`config.mk`:
```
export PLATFORM = sky130hd
export DESIGN_NAME = i2c_master_byte_engine_unit
export DESIGN_NICKNAME = d
export VERILOG_FILES = /design/src/hdl/i2cm_pkg.sv /design/src/hdl/i2c_master_byte_engine_unit.sv /design/src/hdl/i2cm_in_reg.sv /design/src/hdl/i2cm_core.sv /design/src/hdl/i2cm_out_reg.sv
export SDC_FILE = /design/constraint.sdc
export NUM_CORES = 1
export LEC_CHECK = 0
export ABC_CLOCK_PERIOD_IN_PS = 6300
export BUFFER_PORTS_ARGS = -buffer_cell sky130_fd_sc_hd__buf_4
export CORE_MARGIN = 2
export CORE_UTILIZATION = 60
export DETAILED_ROUTE_END_ITERATION = 10
export PLACE_DENSITY = 0.81
export SLEW_MARGIN = 5
export SYNTH_ARGS = -nofsm -noshare
export SYNTH_HDL_FRONTEND = slang
export SYNTH_HIERARCHICAL = 1
export SYNTH_SLANG_ARGS = --single-unit
```
`constraint.sdc`:
```
create_clock -name clk_i -period 6.3 [get_ports clk_i]
set_clock_uncertainty 0.1 [all_clocks]
set_input_delay 0.63 -clock clk_i [delete_from_list [all_inputs] [get_ports clk_i]]
set_output_delay 0.63 -clock clk_i [all_outputs]
set_load 0.02 [all_outputs]
```
`src/hdl/i2cm_pkg.sv`:
```
// Shared types, command codes and constants of the I2C master byte engine.
package i2cm_pkg;

  // Width of the phase length register.
  localparam int unsigned CfgWidth = 16;
  // Default width of the phase timer.
  localparam int unsigned TimerWidthDefault = 16;
  // Phase length after reset, in ticks.
  localparam logic [CfgWidth-1:0] PhaseTicksReset = 16'd10;
  // Number of bit phases before the acknowledge slot (8 bits of 3 phases).
  localparam logic [4:0] BitPhases = 5'd24;

  // Command codes, as carried in the request field.
  typedef enum logic [2:0] {
    CmdStart  = 3'd0,
    CmdRstart = 3'd1,
    CmdStop   = 3'd2,
    CmdWrite  = 3'd3,
    CmdRead   = 3'd4,
    CmdIdle   = 3'd7
  } cmd_e;

  // One input transaction: one tick of line timing.
  typedef struct packed {
    logic       cmd_valid;
    logic [2:0] req_type;
    logic [7:0] tx_byte;
    logic       master_ack;
    logic       sda_in;
  } in_item_t;

  // One output transaction: line drives and status after the tick.
  typedef struct packed {
    logic       scl_drive_low;
    logic       sda_drive_low;
    logic       busy_res;
    logic       done_res;
    logic [7:0] rx_byte;
    logic       slave_ack;
  } out_item_t;

  // Input register contents handed to the sequencer.
  typedef struct packed {
    logic     valid;
    in_item_t item;
  } in_stage_t;

  // Number of timing phases of a command.
  function automatic logic [4:0] phase_count(cmd_e cmd);
    logic [4:0] cnt;
    case (cmd)
      CmdStart:  cnt = 5'd3;
      CmdStop:   cnt = 5'd3;
      CmdRstart: cnt = 5'd4;
      default:   cnt = 5'd27;
    endcase
    return cnt;
  endfunction

endpackage

```
`src/hdl/i2c_master_byte_engine_unit.sv`:
```
// Top level of the I2C master byte engine: input register, sequencer, output register.
//
//   Channel  Handshake              Payload       Meaning
//   in       in_valid_i/in_ready_o  in_item_i     one tick: command offer and SDA sample
//   out      out_valid_o/out_ready_i out_item_o   line drives and status after the tick
//   cfg      cfg_we_i               cfg_wdata_i   ticks per timing phase
//
// Each transaction passes the input register and then the output register; the
// sequencer update between them runs once for each transaction that moves on, so a
// new transaction can be accepted every cycle while the output is not stalled.
// Reset clears the sequencer to idle with both lines released and sets the phase
// length to 10 ticks. A stalled output holds the sequencer and the input register;
// in_ready_o stays high while out_ready_i is high.
module i2c_master_byte_engine_unit #(
  parameter int unsigned TIMER_WIDTH = i2cm_pkg::TimerWidthDefault
) (
  input  logic                          clk_i,
  input  logic                          rst_ni,
  input  logic                          in_valid_i,
  output logic                          in_ready_o,
  input  i2cm_pkg::in_item_t            in_item_i,
  output logic                          out_valid_o,
  input  logic                          out_ready_i,
  output i2cm_pkg::out_item_t           out_item_o,
  input  logic                          cfg_we_i,
  input  logic [i2cm_pkg::CfgWidth-1:0] cfg_wdata_i
);
  import i2cm_pkg::*;

  in_stage_t stage;
  out_item_t res;
  logic      load_ready;
  logic      advance;

  // The held transaction moves on when the output register can take its result.
  assign advance = stage.valid && load_ready;

  i2cm_in_reg u_in (
    .clk_i      (clk_i),
    .rst_ni     (rst_ni),
    .in_valid_i (in_valid_i),
    .in_ready_o (in_ready_o),
    .in_item_i  (in_item_i),
    .advance_i  (advance),
    .stage_o    (stage)
  );

  i2cm_core #(
    .TIMER_WIDTH (TIMER_WIDTH)
  ) u_core (
    .clk_i       (clk_i),
    .rst_ni      (rst_ni),
    .cfg_we_i    (cfg_we_i),
    .cfg_wdata_i (cfg_wdata_i),
    .stage_i     (stage),
    .advance_i   (advance),
    .res_o       (res)
  );

  i2cm_out_reg u_out (
    .clk_i        (clk_i),
    .rst_ni       (rst_ni),
    .load_i       (stage.valid),
    .load_ready_o (load_ready),
    .res_i        (res),
    .out_valid_o  (out_valid_o),
    .out_ready_i  (out_ready_i),
    .out_item_o   (out_item_o)
  );

endmodule

```
`src/hdl/i2cm_in_reg.sv`:
```
// Input register stage of the I2C master byte engine.
module i2cm_in_reg (
  input  logic                clk_i,
  input  logic                rst_ni,
  input  logic                in_valid_i,
  output logic                in_ready_o,
  input  i2cm_pkg::in_item_t  in_item_i,
  input  logic                advance_i,
  output i2cm_pkg::in_stage_t stage_o
);
  import i2cm_pkg::*;

  logic     in_valid_q, in_valid_d;
  in_item_t in_item_q;

  // The register takes a new transaction when empty or when its content moves on.
  assign in_ready_o = !in_valid_q || advance_i;

  always_comb begin
    in_valid_d = in_valid_q;
    if (in_ready_o) begin
      in_valid_d = in_valid_i;
    end
  end

  // Valid flag under reset, payload without.
  always_ff @(posedge clk_i or negedge rst_ni) begin
    if (!rst_ni) begin
      in_valid_q <= 1'b0;
    end else begin
      in_valid_q <= in_valid_d;
    end
  end

  always_ff @(posedge clk_i) begin
    if (in_ready_o && in_valid_i) begin
      in_item_q <= in_item_i;
    end
  end

  assign stage_o.valid = in_valid_q;
  assign stage_o.item  = in_item_q;

endmodule

```
`src/hdl/i2cm_core.sv`:
```
// Phase sequencer of the I2C master byte engine: line state and one tick of update.
module i2cm_core #(
  parameter int unsigned TIMER_WIDTH = i2cm_pkg::TimerWidthDefault
) (
  input  logic                          clk_i,
  input  logic                          rst_ni,
  input  logic                          cfg_we_i,
  input  logic [i2cm_pkg::CfgWidth-1:0] cfg_wdata_i,
  input  i2cm_pkg::in_stage_t           stage_i,
  input  logic                          advance_i,
  output i2cm_pkg::out_item_t           res_o
);
  import i2cm_pkg::*;

  // Compare width that holds both the timer and the phase length.
  localparam int unsigned CmpWidth = (TIMER_WIDTH > CfgWidth) ? TIMER_WIDTH : CfgWidth;

  // Line actions at the start of a phase.
  typedef enum logic [1:0] {
    ActKeep,
    ActLow,
    ActRel
  } act_e;

  logic [CfgWidth-1:0]    phase_ticks_q;
  cmd_e                   cmd_q, cmd_d;
  logic [4:0]             idx_q, idx_d, idx_n;
  logic [1:0]             sub_q, sub_d, sub_n;
  logic [TIMER_WIDTH-1:0] timer_q, timer_d, timer_inc;
  logic [7:0]             sr_q, sr_d;
  logic                   ack_q, ack_d;
  logic                   scl_q, scl_d;
  logic                   sda_q, sda_d;
  logic [7:0]             rx_q, rx_d;
  logic                   seen_q, seen_d;
  logic                   done, enter;
  act_e                   sda_act, scl_act;
  in_item_t               it;

  assign it = stage_i.item;

  // Next state for one tick: timer and phase advance, command start, phase entry actions.
  always_comb begin
    cmd_d     = cmd_q;
    idx_d     = idx_q;
    sub_d     = sub_q;
    timer_d   = timer_q;
    sr_d      = sr_q;
    ack_d     = ack_q;
    rx_d      = rx_q;
    seen_d    = seen_q;
    done      = 1'b0;
    enter     = 1'b0;
    sda_act   = ActKeep;
    scl_act   = ActKeep;
    timer_inc = timer_q + 1'b1;
    idx_n     = idx_q + 5'd1;
    sub_n     = (sub_q == 2'd2) ? 2'd0 : sub_q + 2'd1;

    if (cmd_q != CmdIdle) begin
      // A phase ends when the timer wraps or reaches the phase length.
      if (timer_inc == '0 ||
          CmpWidth'(timer_inc) >= CmpWidth'(phase_ticks_q)) begin
        timer_d = '0;
        if (idx_n >= phase_count(cmd_q)) begin
          if (cmd_q == CmdRead) begin
            rx_d = sr_q;
          end
          cmd_d = CmdIdle;
          idx_d = '0;
          sub_d = '0;
          done  = 1'b1;
        end else begin
          idx_d = idx_n;
          sub_d = sub_n;
          enter = 1'b1;
        end
      end else begin
        timer_d = timer_inc;
      end
    end else if (it.cmd_valid && it.req_type <= 3'(CmdRead)) begin
      cmd_d   = cmd_e'(it.req_type);
      idx_d   = '0;
      sub_d   = '0;
      timer_d = '0;
      sr_d    = (it.req_type == 3'(CmdWrite)) ? it.tx_byte : 8'd0;
      ack_d   = it.master_ack;
      enter   = 1'b1;
    end

    // Actions taken as the new phase begins.
    if (enter) begin
      case (cmd_d)
        CmdStart: begin
          if (idx_d == 5'd0) begin
            sda_act = ActRel;
            scl_act = ActRel;
          end else if (idx_d == 5'd1) begin
            sda_act = ActLow;
          end else begin
            scl_act = ActLow;
          end
        end
        CmdRstart: begin
          if (idx_d == 5'd0) begin
            sda_act = ActRel;
          end else if (idx_d == 5'd1) begin
            scl_act = ActRel;
          end else if (idx_d == 5'd2) begin
            sda_act = ActLow;
          end else begin
            scl_act = ActLow;
          end
        end
        CmdStop: begin
          if (idx_d == 5'd0) begin
            sda_act = ActLow;
          end else if (idx_d == 5'd1) begin
            scl_act = ActRel;
          end else begin
            sda_act = ActRel;
          end
        end
        CmdWrite: begin
          if (idx_d < BitPhases) begin
            if (sub_d == 2'd0) begin
              sda_act = sr_d[7] ? ActRel : ActLow;
            end else if (sub_d == 2'd1) begin
              scl_act = ActRel;
            end else begin
              scl_act = ActLow;
              sr_d    = {sr_d[6:0], 1'b0};
            end
          end else begin
            if (sub_d == 2'd0) begin
              sda_act = ActRel;
            end else if (sub_d == 2'd1) begin
              scl_act = ActRel;
            end else begin
              // The slave acknowledges by holding SDA low at the end of SCL high.
              seen_d  = ~it.sda_in;
              scl_act = ActLow;
            end
          end
        end
        CmdRead: begin
          if (idx_d < BitPhases) begin
            if (sub_d == 2'd0) begin
              sda_act = ActRel;
            end else if (sub_d == 2'd1) begin
              scl_act = ActRel;
            end else begin
              sr_d    = {sr_d[6:0], it.sda_in};
              scl_act = ActLow;
            end
          end else begin
            if (sub_d == 2'd0) begin
              sda_act = ack_d ? ActLow : ActRel;
            end else if (sub_d == 2'd1) begin
              scl_act = ActRel;
            end else begin
              scl_act = ActLow;
            end
          end
        end
        default: begin
          sda_act = ActKeep;
          scl_act = ActKeep;
        end
      endcase
    end

    // Open-drain line drives keep their value unless an action names them.
    case (sda_act)
      ActLow:  sda_d = 1'b1;
      ActRel:  sda_d = 1'b0;
      default: sda_d = sda_q;
    endcase
    case (scl_act)
      ActLow:  scl_d = 1'b1;
      ActRel:  scl_d = 1'b0;
      default: scl_d = scl_q;
    endcase
  end

  // Phase length register, written from the configuration port.
  always_ff @(posedge clk_i or negedge rst_ni) begin
    if (!rst_ni) begin
      phase_ticks_q <= PhaseTicksReset;
    end else if (cfg_we_i) begin
      phase_ticks_q <= cfg_wdata_i;
    end
  end

  // Sequencer state, updated once for each transaction that moves on.
  always_ff @(posedge clk_i or negedge rst_ni) begin
    if (!rst_ni) begin
      cmd_q   <= CmdIdle;
      idx_q   <= '0;
      sub_q   <= '0;
      timer_q <= '0;
      sr_q    <= '0;
      ack_q   <= 1'b0;
      scl_q   <= 1'b0;
      sda_q   <= 1'b0;
      rx_q    <= '0;
      seen_q  <= 1'b0;
    end else if (advance_i) begin
      cmd_q   <= cmd_d;
      idx_q   <= idx_d;
      sub_q   <= sub_d;
      timer_q <= timer_d;
      sr_q    <= sr_d;
      ack_q   <= ack_d;
      scl_q   <= scl_d;
      sda_q   <= sda_d;
      rx_q    <= rx_d;
      seen_q  <= seen_d;
    end
  end

  // Result of this tick, taken by the output register.
  assign res_o.scl_drive_low = scl_d;
  assign res_o.sda_drive_low = sda_d;
  assign res_o.busy_res      = (cmd_d != CmdIdle);
  assign res_o.done_res      = done;
  assign res_o.rx_byte       = rx_d;
  assign res_o.slave_ack     = seen_d;

endmodule

```
`src/hdl/i2cm_out_reg.sv`:
```
// Output register stage of the I2C master byte engine.
module i2cm_out_reg (
  input  logic                clk_i,
  input  logic                rst_ni,
  input  logic                load_i,
  output logic                load_ready_o,
  input  i2cm_pkg::out_item_t res_i,
  output logic                out_valid_o,
  input  logic                out_ready_i,
  output i2cm_pkg::out_item_t out_item_o
);
  import i2cm_pkg::*;

  logic      out_valid_q, out_valid_d;
  out_item_t out_item_q;

  // A new result may enter when the register is empty or is being read this cycle.
  assign load_ready_o = !out_valid_q || out_ready_i;

  always_comb begin
    out_valid_d = out_valid_q;
    if (load_ready_o) begin
      out_valid_d = load_i;
    end
  end

  always_ff @(posedge clk_i or negedge rst_ni) begin
    if (!rst_ni) begin
      out_valid_q <= 1'b0;
    end else begin
      out_valid_q <= out_valid_d;
    end
  end

  always_ff @(posedge clk_i) begin
    if (load_ready_o && load_i) begin
      out_item_q <= res_i;
    end
  end

  assign out_valid_o = out_valid_q;
  assign out_item_o  = out_item_q;

endmodule

```
### After elaboration in Yosys (flattened, before gate mapping)

Index checks and enable logic that the tools add are counted.

| word-level totals | value |
|---|---|
| register bits after elaboration | 91 |
| latch bits | 0 |
| memory bits (writable) | 0 |
| bits in read-only memories | 0 |
| input bits | 35 |
| output and inout port bits | 15 |
| logic and storage cells | 143 |
| memories kept | 0 |

| operators by class | value |
|---|---|
| add/sub/neg operators | 3 |
| multipliers | 0 |
| divide/modulo/power cells | 0 |
| order comparisons | 4 |
| eq/ne operators | 18 |
| shift operators | 0 |
| muxes and demuxes | 75 |
| bitwise gates (word level) | 1 |
| reductions and logical operators | 18 |

Operators with widths:

| cell | count |
|---|---|
| 8-bit two-way mux | 14 |
| 2-bit two-way mux | 26 |
| 16-bit two-way mux | 3 |
| 5-bit two-way mux | 6 |
| 16-bit by 1-bit adder with 16-bit output, second input constant | 1 |
| 16-bit greater-or-equal comparator | 1 |
| 16-bit zero test | 1 |
| 1-bit two-way mux | 16 |
| 8-bit case mux with 2 select lines | 1 |
| 3-bit by 2-bit equality test with 1-bit output, second input constant | 4 |
| 3-bit two-way mux | 4 |
| 2-bit case mux with 5 select lines | 1 |
| 5-bit case mux with 2 select lines | 1 |
| 2-bit case mux with 4 select lines | 1 |
| 2-bit by 1-bit equality test with 1-bit output, second input constant | 3 |
| 2-bit equality test, second input constant | 3 |
| 3-bit by 1-bit equality test with 1-bit output, second input constant | 2 |
| 3-bit equality test, second input constant | 2 |
| 3-bit zero test | 2 |
| 3-bit != test, second input constant | 2 |
| 5-bit by 1-bit adder with 5-bit output, second input constant | 1 |
| 5-bit by 1-bit equality test with 1-bit output, second input constant | 1 |
| 5-bit by 2-bit equality test with 1-bit output, second input constant | 1 |
| 5-bit greater-or-equal comparator | 1 |
| 13 further kinds | 21 |

### Logic depth before layout (Yosys ltp)

Gate-level depths: netlist of the first run.

| logic depth | value |
|---|---|
| depth in word-level cells | 17 |
| depth in mapped cells | 21 |
| gate-level depth less buffers | 20 |

### By module

Netlist of the first run, hierarchy kept.

Modules (own cells, without submodules):

| module | instances | cells each | area each (um^2) |
|---|---|---|---|
| i2cm_core | 1 | 483 | 4359.2 |
| i2cm_in_reg | 1 | 19 | 481.7 |
| i2cm_out_reg | 1 | 17 | 444.2 |
| i2c_master_byte_engine_unit | 1 | 1 | 6.3 |

### Least setup slack after synthesis of the first run

No wires, ideal clock.

| timing path | value |
|---|---|
| kind | flip-flop to flip-flop |
| start | register u_core.timer_q[0] |
| end | register u_out.out_item_q, in the netlist u_out/out_item_o[11], data pin |
| arrival time | 4.312 ns |
| data required time | 5.949 ns |
| slack | 1.637 ns |
| stages on the path, launching flop included | 21 |
| buffers on the path | 2 |
| clock period less this slack | 4.663 ns |
| cells stage by stage | dfrtp_1 ha_1 nand2_1 nor2_1 nand3_1 nor2_1 xor2_1 ha_1 a21o_1 a21o_1 a21oi_1 o211a_4 a21bo_1 buf_6 o21ai_2 o31ai_1 mux2i_1 o22ai_1 ha_1 mux2_2 buf_4 |

| on the way | value |
|---|---|
| longest elaborated chain between the ends | 13 |

RTL lines:

| element | RTL line | source |
|---|---|---|
| from (decl) | i2cm_core.sv:29 | `logic [TIMER_WIDTH-1:0] timer_q, timer_d, timer_inc;` |
| from (signal assigned) | i2cm_core.sv:212 | `timer_q <= timer_d;` |
| 16-bit by 1-bit adder with 16-bit output (*) | i2cm_core.sv:56 | `timer_inc = timer_q + 1'b1;` |
| 16-bit greater-or-equal comparator or 16-bit zero test (tied branches) | i2cm_core.sv:63, i2cm_core.sv:62 |  |
| 1-bit logical OR (*) | i2cm_core.sv:62 | `if (timer_inc == '0 \|\|` |
| 5-bit two-way mux | i2cm_core.sv:62 |  |
| 5-bit two-way mux | i2cm_core.sv:60 | `if (cmd_q != CmdIdle) begin` |
| 5-bit by 2-bit equality test with 1-bit output | i2cm_core.sv:109 | `end else if (idx_d == 5'd2) begin` |
| 1-bit two-way mux | i2cm_core.sv:109 |  |
| 2-bit two-way mux | i2cm_core.sv:107 | `end else if (idx_d == 5'd1) begin` |
| 2-bit two-way mux | i2cm_core.sv:105 | `if (idx_d == 5'd0) begin` |
| 2-bit case mux with 5 select lines | i2cm_core.sv:93 | `case (cmd_d)` |
| 2-bit two-way mux (*) | i2cm_core.sv:92 | `if (enter) begin` |
| 2-bit equality test or 2-bit by 1-bit equality test with 1-bit output (tied branches) | i2cm_core.sv:174 | `case (sda_act)` |
| 1-bit case mux with 2 select lines (*) | i2cm_core.sv:174 |  |
| net u_core.sda_d | i2cm_core.sv:33 | `logic sda_q, sda_d;` |
| to (signal assigned) | i2cm_out_reg.sv:37 | `out_item_q <= res_i;` |
| to (decl) | i2cm_out_reg.sv:15 | `out_item_t out_item_q;` |

Mark *: on every way through the listed nets, which the timed path passes. The rest lies on a longest branch.
A chain may end at the register's enable or synchronous reset.

==> impl_metrics.env, run 1 <==
export IMPL_clk_latency_ns=0.37
export IMPL_cts_tree="done"
export IMPL_postCtsSetupBuffers=0
export IMPL_wire_per_inst_um=17.2
export IMPL_overflow=0
export IMPL_setup_tns_final_ns=0
export IMPL_fin_crit_sh=0.842
export IMPL_cts_htree_levels=3
export IMPL_drt_wl_total_um=11500
export IMPL_setup_viol=0
export IMPL_drv_slew=0
export IMPL_cp_end_kind="register"
export IMPL_drc_errors=0
export IMPL_synthToLayoutAreaGrowth_pct=10.2
export IMPL_viasPerCell=6.14
export IMPL_clock_sinks=91
export IMPL_synth_edf_count=27
export IMPL_place_gp_congestion=0.961
export IMPL_whs_ns=0.243
export IMPL_synthTopCellsByCount="dfrtp_1, nand2_1, nor2_1"
export IMPL_synth_top_area_share=0.279
export IMPL_min_path_type="input port to asynchronous set/reset pin"
export IMPL_grt_pass1_vias=3928
export IMPL_postCtsResizedCells=0
export IMPL_max_freq_ghz=0.189
export IMPL_cts_root_buffer="clkbuf_8"
export IMPL_fin_nets=613
export IMPL_core_um2=8640
export IMPL_ios=50
export IMPL_cp_slowest_cell="o31ai_1"
export IMPL_rows=34
export IMPL_yosysMostFrequentCell="dfrtp_1"
export IMPL_numCtsBuffers=9
export IMPL_drtIter0Drc=318
export IMPL_tightest_slew_ns=0.828
export IMPL_num_antenna_cells=0
export IMPL_drive_gt1_frac=0.192
export IMPL_power_total_uw=2000
export IMPL_fill_cells=681
export IMPL_outcome="completed"
export IMPL_grt_pass1_wl_um=19300
export IMPL_critical_path_most_common_cell="ha_1"
export IMPL_clockBufferDepth=2
export IMPL_ir_drop_v=0.000405
export IMPL_yosys_warnings=6
export IMPL_async_flop_share=0.703
export IMPL_seq_area_um2=2420
export IMPL_rsz0062_at_grt="no"
export IMPL_maxSlewHeadroom=0.448
export IMPL_die_area_um2=9590
export IMPL_first_pass_iters=5
export IMPL_yosys_area_top_type="dfrtp_1"
export IMPL_die_width_um=97.9
export IMPL_postRouteAntennaNets=0
export IMPL_holdBufCountCts=0
export IMPL_p_leak_uw=0.00261
export IMPL_synthFlopType="dfrtp_1"
export IMPL_period_minus_slack_ns=5.30
export IMPL_hold_viol_final=0
export IMPL_syn_area_per_cell_um2=10.2
export IMPL_synthesis_nets=581
export IMPL_synth_seq_area_share=0.457
export IMPL_crit_arrival_ns=5.32
export IMPL_crit_type="register to register"
export IMPL_start_util=0.613
export IMPL_dieHeight_um=97.9
export IMPL_crit_path_max_incr_delay_ns=0.54
export IMPL_cp_num_buf_inv=0
export IMPL_vias=4081
export IMPL_yosys_register_bits=91
export IMPL_path_cells="ha_1, nand2_1, nor2_1, nand3_1, nor2_1, xor2_1, ha_1, a21o_1, a21o_1, a21oi_1, o211a_4, a21bo_1, o21ai_2, o31ai_1, mux2i_1, o22ai_1, ha_1, mux2_2"
export IMPL_grt_max_degree=65
export IMPL_cap_viol_max_count=0
export IMPL_netlist_area_um2=5290
export IMPL_critPathMaxFanout=15
export IMPL_critPathTopFamily="compound AO/OA/AOI/OAI gates"
export IMPL_synth_cell_type_count=64
export IMPL_cp_required_ns=6.32
export IMPL_antenna_found_initial=0
export IMPL_dpl_hpwl_um=8210
export IMPL_cts_clk_slew_worst_paths_ns=0.09
export IMPL_power_density_nw_per_um2=343
export IMPL_multi_input_area_um2=2620
export IMPL_cp_start_kind="register"
export IMPL_grt_usage=0.251
export IMPL_synth_cells=520
export IMPL_synthTopCellsByArea="dfrtp_1, edfxtp_1, ha_1"
export IMPL_port_buffers=49
## worst paths after layout
path	from	endpoint	slack [ns]	cells after the start
max in group asynchronous	rst_ni	u_core/ack_q$_DFFE_PN0P_	5.31	1
worst min-delay path	rst_ni	u_core/phase_ticks_q[0]$_DFFE_PN0P_	0.24	1
worst min register to register	u_core/rx_q[7]$_DFFE_PN0P_	u_core/rx_q[7]$_DFFE_PN0P_	0.41	1
worst max register to register	u_core/timer_q[0]$_DFFE_PN0P_	u_out/out_item_o[11]$_DFFE_PP_	1.0	18
worst max-delay path	u_core/timer_q[0]$_DFFE_PN0P_	u_out/out_item_o[11]$_DFFE_PP_	1.0	18
min in group clk_i	in_item_i[8]	u_in/stage_o[8]$_DFFE_PP_	0.33	1
## state kept, by name (all words and copies together) (netlist names)
register and count:
u_core/cmd_q 3, u_core/sub_q 2, u_core/ack_q 1, u_core/rx_q 8
u_core/idx_q 5, u_core/scl_q 1, u_core/timer_q 16, u_in/in_valid_q 1
u_out/out_valid_o 1, u_core/seen_q 1, u_core/sda_q 1, u_in/stage_o 14
u_out/out_item_o 13, u_core/phase_ticks_q 16, u_core/sr_q 8
## per-layer routing
layer | track usage | up-vias | wire length [um]
li1 | - | 1932 | -
met1 | 0.338 | 1950 | 4810
met2 | 0.408 | 168 | 5640
met3 | 0.0422 | 31 | 713
met4 | 0.100 | 0 | 301
met5 | 0 | - | 0
## area by class of cell
class,count,area share
repair buffers,50,0.0644
clock buffers,10,0.0219
well taps,108,0.0232
inverters,24,0.0154
flip-flops and latches,91,0.415
multi-input cells,376,0.448
clock inverters,6,0.0122
## metrics by stage
step           worst slack, ns  instances  area [um2]  utilization
6_report                 0.997        665        5830        0.675
5_1_grt                  0.510        665        5830        0.675
4_1_cts                   1.06        665        5830        0.675
3_5_place_dp              1.07        649        5630        0.652
3_3_place_gp              1.28        649        5630        0.652
2_1_floorplan             1.64        520        5290            -
## kinds of logic after synthesis
kind of cell / share of synthesized area
buffers and inverters: 0.0487
xor gates and xnor gates: 0.0381
DFF: 0.457
AOI/OAI and AO/OA: 0.169
and+or+nand+nor: 0.168
muxes: 0.0575
adders and majority gates: 0.0615
## power by group
part / internal (uW) / switching [uW]
clock network: 189 / 220
registers: 700 / 96.2
logic: 316 / 481
## placed cells by master, fill, tap and decap left out, types with 3 or more instances in the layout
cell type / netlist / final
dfstp_2: 5 / 5
nor3_1: 11 / 11
nand4_1: 4 / 4
o21ai_0: 30 / 30
xor2_1: 9 / 9
a21o_1: 6 / 6
a22oi_1: 5 / 5
a221o_1: 7 / 7
a22o_1: 14 / 14
buf_4: 7 / 50
nand2b_1: 6 / 6
or2_2: 4 / 4
o31ai_1: 5 / 5
clkbuf_8: 0 / 9
nor2b_1: 4 / 4
xnor2_1: 14 / 14
dfrtp_1: 59 / 59
inv_1: 23 / 23
and2b_1: 4 / 4
mux2i_1: 9 / 9
and3_1: 8 / 8
nand2_1: 58 / 58
nor4_1: 4 / 4
nor2_1: 37 / 37
nand3_1: 21 / 21
o31a_1: 3 / 3
a21oi_1: 28 / 28
ha_1: 26 / 26
mux2_2: 19 / 19
edfxtp_1: 27 / 27
and2_1: 3 / 3
(Power assumes the default switching activity.)
==> inputs of run 2 (changes only) <==
Settings changed: ABC_CLOCK_PERIOD_IN_PS 6300 to 5400.
Clock period 6.3 ns to 5.4 ns, I/O delays scaled along.
==> impl_metrics.env, run 2 (same netlist as run 1, synthesis figures left out) <==
export IMPL_ir_drop_v=0.000296
export IMPL_finish_instance_area_um2=5870
export IMPL_fin_util=0.680
export IMPL_cp_num_buf_inv=1
export IMPL_setup_viol=0
export IMPL_wire_per_inst_um=17.4
export IMPL_r2r_cells=19
export IMPL_grt_usage=0.254
export IMPL_cts_root_buffer="clkbuf_8"
export IMPL_maxSlewHeadroom=0.447
export IMPL_vias=4066
export IMPL_power_total_uw=2370
export IMPL_worstSetupPathDepth=19
export IMPL_critPathMaxFanout=15
export IMPL_start_util=0.613
export IMPL_drtIter0Drc=195
export IMPL_place_gp_congestion=0.948
export IMPL_core_um2=8640
export IMPL_placed_area_um2=5670
export IMPL_final_cell_mix="dfrtp_1, nand2_1, buf_4"
export IMPL_max_freq_ghz=0.200
export IMPL_drt_wl_total_um=11700
export IMPL_p_leak_uw=0.00263
export IMPL_clock_sinks=91
export IMPL_dpl_hpwl_um=8410
export IMPL_cp_required_ns=5.41
export IMPL_fin_nets=618
export IMPL_clockBufferDepth=2
export IMPL_cap_viol_max_count=0
export IMPL_viasPerCell=6.07
export IMPL_crit_type="register to register"
export IMPL_r2r_start="u_core/timer_q[0]$_DFFE_PN0P_"
export IMPL_cp_start_kind="register"
export IMPL_cts_clk_slew_worst_paths_ns=0.09
export IMPL_cp_slowest_cell="dfrtp_1"
export IMPL_dieHeight_um=97.9
export IMPL_fin_crit_sh=0.926
export IMPL_crit_arrival_ns=5.01
export IMPL_rrSetupSlack_ns=0.40
export IMPL_die_width_um=97.9
export IMPL_critPathTopFamily="compound AO/OA/AOI/OAI gates"
export IMPL_critical_path_most_common_cell="ha_1"
export IMPL_ios=50
export IMPL_period_minus_slack_ns=5.00
export IMPL_synthToLayoutAreaGrowth_pct=10.9
export IMPL_port_buffers=49
export IMPL_num_antenna_cells=0
export IMPL_min_path_type="input port to asynchronous set/reset pin"
export IMPL_antenna_found_initial=0
export IMPL_path_cells="ha_1, nand2_1, nor2_2, nand3_1, nor2_1, xor2_1, ha_1, a21o_1, a21o_1, a21oi_1, o211a_4, a21bo_2, o21ai_2, o31ai_1, buf_4, mux2i_1, o22ai_1, ha_1, mux2_2"
export IMPL_cts_tree="done"
export IMPL_numCtsBuffers=9
export IMPL_r2r_end="u_out/out_item_o[11]$_DFFE_PP_"
export IMPL_final_common_cell="dfrtp_1"
export IMPL_hold_viol_final=0
export IMPL_clk_latency_ns=0.36
export IMPL_power_density_nw_per_um2=403
export IMPL_outcome="completed"
export IMPL_rsz0062_at_grt="no"
export IMPL_grt_pass1_vias=4118
export IMPL_drive_gt1_frac=0.203
export IMPL_grt_pass1_wl_um=19700
export IMPL_rows=34
export IMPL_first_pass_iters=5
export IMPL_die_area_um2=9590
export IMPL_crit_path_max_incr_delay_ns=0.48
export IMPL_place_ws_ns=0.324
export IMPL_drv_slew=0
export IMPL_tightest_slew_ns=0.829
export IMPL_cp_end_kind="register"
export IMPL_overflow=0
export IMPL_drc_errors=0
export IMPL_setup_tns_final_ns=0
export IMPL_cts_htree_levels=3
export IMPL_grt_max_degree=65
export IMPL_finalWorstSetupSlack_ns=0.399
export IMPL_holdBufCountCts=0
export IMPL_postRouteAntennaNets=0
==> run 2: cell count changes in the layout (fill, tap and decap cells not counted), sizes merged <==
cell	change
inv	-2
clkinv	+3
clkbuf	-1
buf	+5
==> run 2: final cells by class <==
| type | count | area (um2) |
|---|---|---|
| clock buffers | 9 | 124 |
| clock inverters | 7 | 67.6 |
| fillers | 685 | 2770 |
| inverters | 24 | 90.1 |
| multi-input cells | 376 | 2620 |
| flip-flops and latches | 91 | 2420 |
| well taps | 108 | 135 |
| repair buffers | 55 | 413 |
==> run 2: report_power, final <==
group	leakage (uW)	total (uW)	internal (uW)	switching (uW)
combinational	0.00147	988	398	589
sequential	0.00106	926	817	109
clock	0.0000947	454	213	241
==> run 2: routing by layer <==
metal / vias up / track usage / part of all wire
li1: 1948 / - / -
met1: 1961 / 0.323 / 0.42
met2: 127 / 0.432 / 0.50
met3: 30 / 0.0472 / 0.047
met4: 0 / 0.101 / 0.034
met5: - / 0 / 0
==> run 2: worst max-delay path by stage <==
| stage | start | end |
|---|---|---|
| after floorplan | u_core/timer_q[0]$_DFFE_PN0P_ | u_out/out_item_o[11]$_DFFE_PP_ |
| after global placement | u_core/timer_q[4]$_DFFE_PN0P_ | u_out/out_item_o[11]$_DFFE_PP_ |
| after detailed placement | u_core/timer_q[0]$_DFFE_PN0P_ | u_out/out_item_o[11]$_DFFE_PP_ |
| after CTS | u_core/timer_q[0]$_DFFE_PN0P_ | u_out/out_item_o[11]$_DFFE_PP_ |
| after global routing | u_core/timer_q[0]$_DFFE_PN0P_ | u_core/sda_q$_DFFE_PN0P_ |
| final | u_core/timer_q[0]$_DFFE_PN0P_ | u_out/out_item_o[11]$_DFFE_PP_ |
==> run 2: what timing repair did <==
| item | CTS | global route |
|---|---|---|
| resized for setup | 0 | 3 |
| setup endpoints to repair | 0 | 2 |
| setup buffers | 0 | 0 |
==> run 2: metrics by stage <==
stage	std cells	hold slack (ns)
after floorplan	520	0.144
after global placement	654	0.385
after detailed placement	654	0.393
after CTS	670	0.199
after global routing	670	0.235
final	670	0.180
==> inputs of run 3 (changes only) <==
Settings changed: CELL_PAD_IN_SITES_DETAIL_PLACEMENT set to 1, CELL_PAD_IN_SITES_GLOBAL_PLACEMENT set to 1, CORE_UTILIZATION 60 to 47, PLACE_DENSITY 0.81 to not set, PLACE_DENSITY_LB_ADDON set to 0.1.
==> impl_metrics.env, run 3 (same netlist as run 1, synthesis figures left out) <==
export IMPL_outcome="completed"
export IMPL_rows=38
export IMPL_layoutNonFillerInstCount=704
export IMPL_dpl_hpwl_um=9610
export IMPL_maxSlewHeadroom=0.432
export IMPL_ir_drop_v=0.000210
export IMPL_max_freq_ghz=0.202
export IMPL_overflow=0
export IMPL_setup_viol=0
export IMPL_viasPerCell=5.84
export IMPL_drv_slew=0
export IMPL_cts_htree_levels=3
export IMPL_critPathTopFamily="compound AO/OA/AOI/OAI gates"
export IMPL_final_cell_mix="dfrtp_1, nand2_1, buf_4"
export IMPL_clockBufferDepth=2
export IMPL_clk_latency_ns=0.35
export IMPL_wire_per_inst_um=19.3
export IMPL_period_minus_slack_ns=4.95
export IMPL_cts_tree="done"
export IMPL_fin_nets=620
export IMPL_die_width_um=110
export IMPL_die_area_um2=12100
export IMPL_postRouteAntennaNets=0
export IMPL_synthToLayoutAreaGrowth_pct=14.1
export IMPL_drive_gt1_frac=0.215
export IMPL_cp_start_kind="register"
export IMPL_grt_pass1_vias=4311
export IMPL_cp_slowest_cell="dfrtp_1"
export IMPL_clock_sinks=91
export IMPL_start_util=0.484
export IMPL_core_um2=10900
export IMPL_antenna_found_initial=0
export IMPL_cp_end_kind="register"
export IMPL_fin_crit_sh=0.917
export IMPL_place_gp_congestion=0.843
export IMPL_power_density_nw_per_um2=423
export IMPL_drtIter0Drc=216
export IMPL_first_pass_iters=4
export IMPL_power_total_uw=2550
export IMPL_vias=4108
export IMPL_cp_required_ns=5.53
export IMPL_numCtsBuffers=9
export IMPL_min_path_type="input port to asynchronous set/reset pin"
export IMPL_crit_arrival_ns=5.09
export IMPL_crit_type="register to register"
export IMPL_drc_errors=0
export IMPL_final_common_cell="dfrtp_1"
export IMPL_grt_pass1_wl_um=22200
export IMPL_dieHeight_um=110
export IMPL_path_cells="ha_2, nand2_1, nor2_2, nand3_1, nor2_1, xor2_1, ha_1, a21o_1, a21o_1, a21oi_1, o211a_4, a21bo_2, o21ai_2, o31ai_1, buf_4, mux2i_1, o22ai_1, ha_1, mux2_2, nor2_1, nor2_1"
export IMPL_p_leak_uw=0.00268
export IMPL_place_inst=685
export IMPL_ios=50
export IMPL_port_buffers=49
export IMPL_crit_path_max_incr_delay_ns=0.45
export IMPL_cp_num_buf_inv=1
export IMPL_critical_path_most_common_cell="nor2_1"
export IMPL_cts_clk_slew_worst_paths_ns=0.06
export IMPL_num_antenna_cells=0
export IMPL_critPathMaxFanout=9
export IMPL_cts_root_buffer="clkbuf_16"
export IMPL_grt_usage=0.241
export IMPL_hold_viol_final=0
export IMPL_tightest_slew_ns=0.852
export IMPL_cap_viol_max_count=0
export IMPL_holdBufCountCts=0
export IMPL_drt_wl_total_um=13600
export IMPL_grt_max_degree=65
==> run 3: cell types whose count changed in the layout (fill, tap and decap cells not counted), sizes merged <==
cell,previous run,this run
clkinvlp,1,0
bufinv,1,0
clkbuf,9,10
buf,55,57
clkinv,5,6
==> run 3: metal layers <==
layer  global-route usage  wire, um  vias to the layer above
met5                    0         0                        -
met4               0.0955       205                        0
met3               0.0412       481                       22
met2                0.403      6940                       79
met1                0.312      5950                     2052
li1                     -         -                     1955
==> run 3: where the power goes <==
group / switching [uW] / internal [uW] / total, uW
Combinational: 619 / 417 / 1040
Sequential: 116 / 818 / 934
Clock: 272 / 312 / 584
==> run 3: worst register-to-register path, cell delays in order (launching register included) <==
cell,delay [ns]
dfrtp_1,0.45
ha_2,0.30
nand2_1,0.17
nor2_2,0.25
nand3_1,0.16
nor2_1,0.16
xor2_1,0.25
ha_1,0.29
a21o_1,0.19
a21o_1,0.18
a21oi_1,0.22
o211a_4,0.26
a21bo_2,0.29
o21ai_2,0.13
o31ai_1,0.21
buf_4,0.18
mux2i_1,0.18
o22ai_1,0.10
ha_1,0.29
mux2_2,0.33
nor2_1,0.10
nor2_1,0.06
==> run 3: layout make-up <==
cell class	count	area [um2]
clock buffers	10	229
clock inverters	6	40.0
fillers	1228	4900
inverters	24	90.1
multi-input cells	376	2650
flip-flops and latches	91	2420
well taps	140	175
repair buffers	57	440
==> run 3: per-stage QoR <==
step	TNS, ns	instance area [um2]	utilization	setup WS [ns]	hold WS, ns
after floorplan	0	5290	-	0.737	0.144
after global placement	0	5700	0.522	0.486	0.369
after detailed placement	0	5700	0.522	0.203	0.388
after CTS	0	5970	0.546	0.152	0.232
after global routing	-0.0157	6040	0.552	-0.0157	0.252
final	0	6040	0.552	0.448	0.197
==> run 3: final timing paths <==
check	start	to	slack, ns	depth (start not counted)
hold / removal	rst_ni	u_core/phase_ticks_q[4]$_DFFE_PN0P_	0.20	1
setup / recovery	u_core/timer_q[0]$_DFFE_PN0P_	u_core/sda_q$_DFFE_PN0P_	0.45	21
setup reg to reg	u_core/timer_q[0]$_DFFE_PN0P_	u_core/sda_q$_DFFE_PN0P_	0.45	21
min in group clk_i	in_item_i[1]	u_in/stage_o[1]$_DFFE_PP_	0.27	1
max in group asynchronous	rst_ni	u_core/ack_q$_DFFE_PN0P_	4.45	1
hold reg to reg	u_in/stage_o[0]$_DFFE_PP_	u_core/seen_q$_DFFE_PN0P_	0.41	1
==> run 3: what timing repair did <==
| item | 4_1_cts | 5_1_grt |
|---|---|---|
| setup endpoints to repair | 0 | 4 |
| buffers inserted | 0 | 3 |
| gates resized for setup | 0 | 9 |
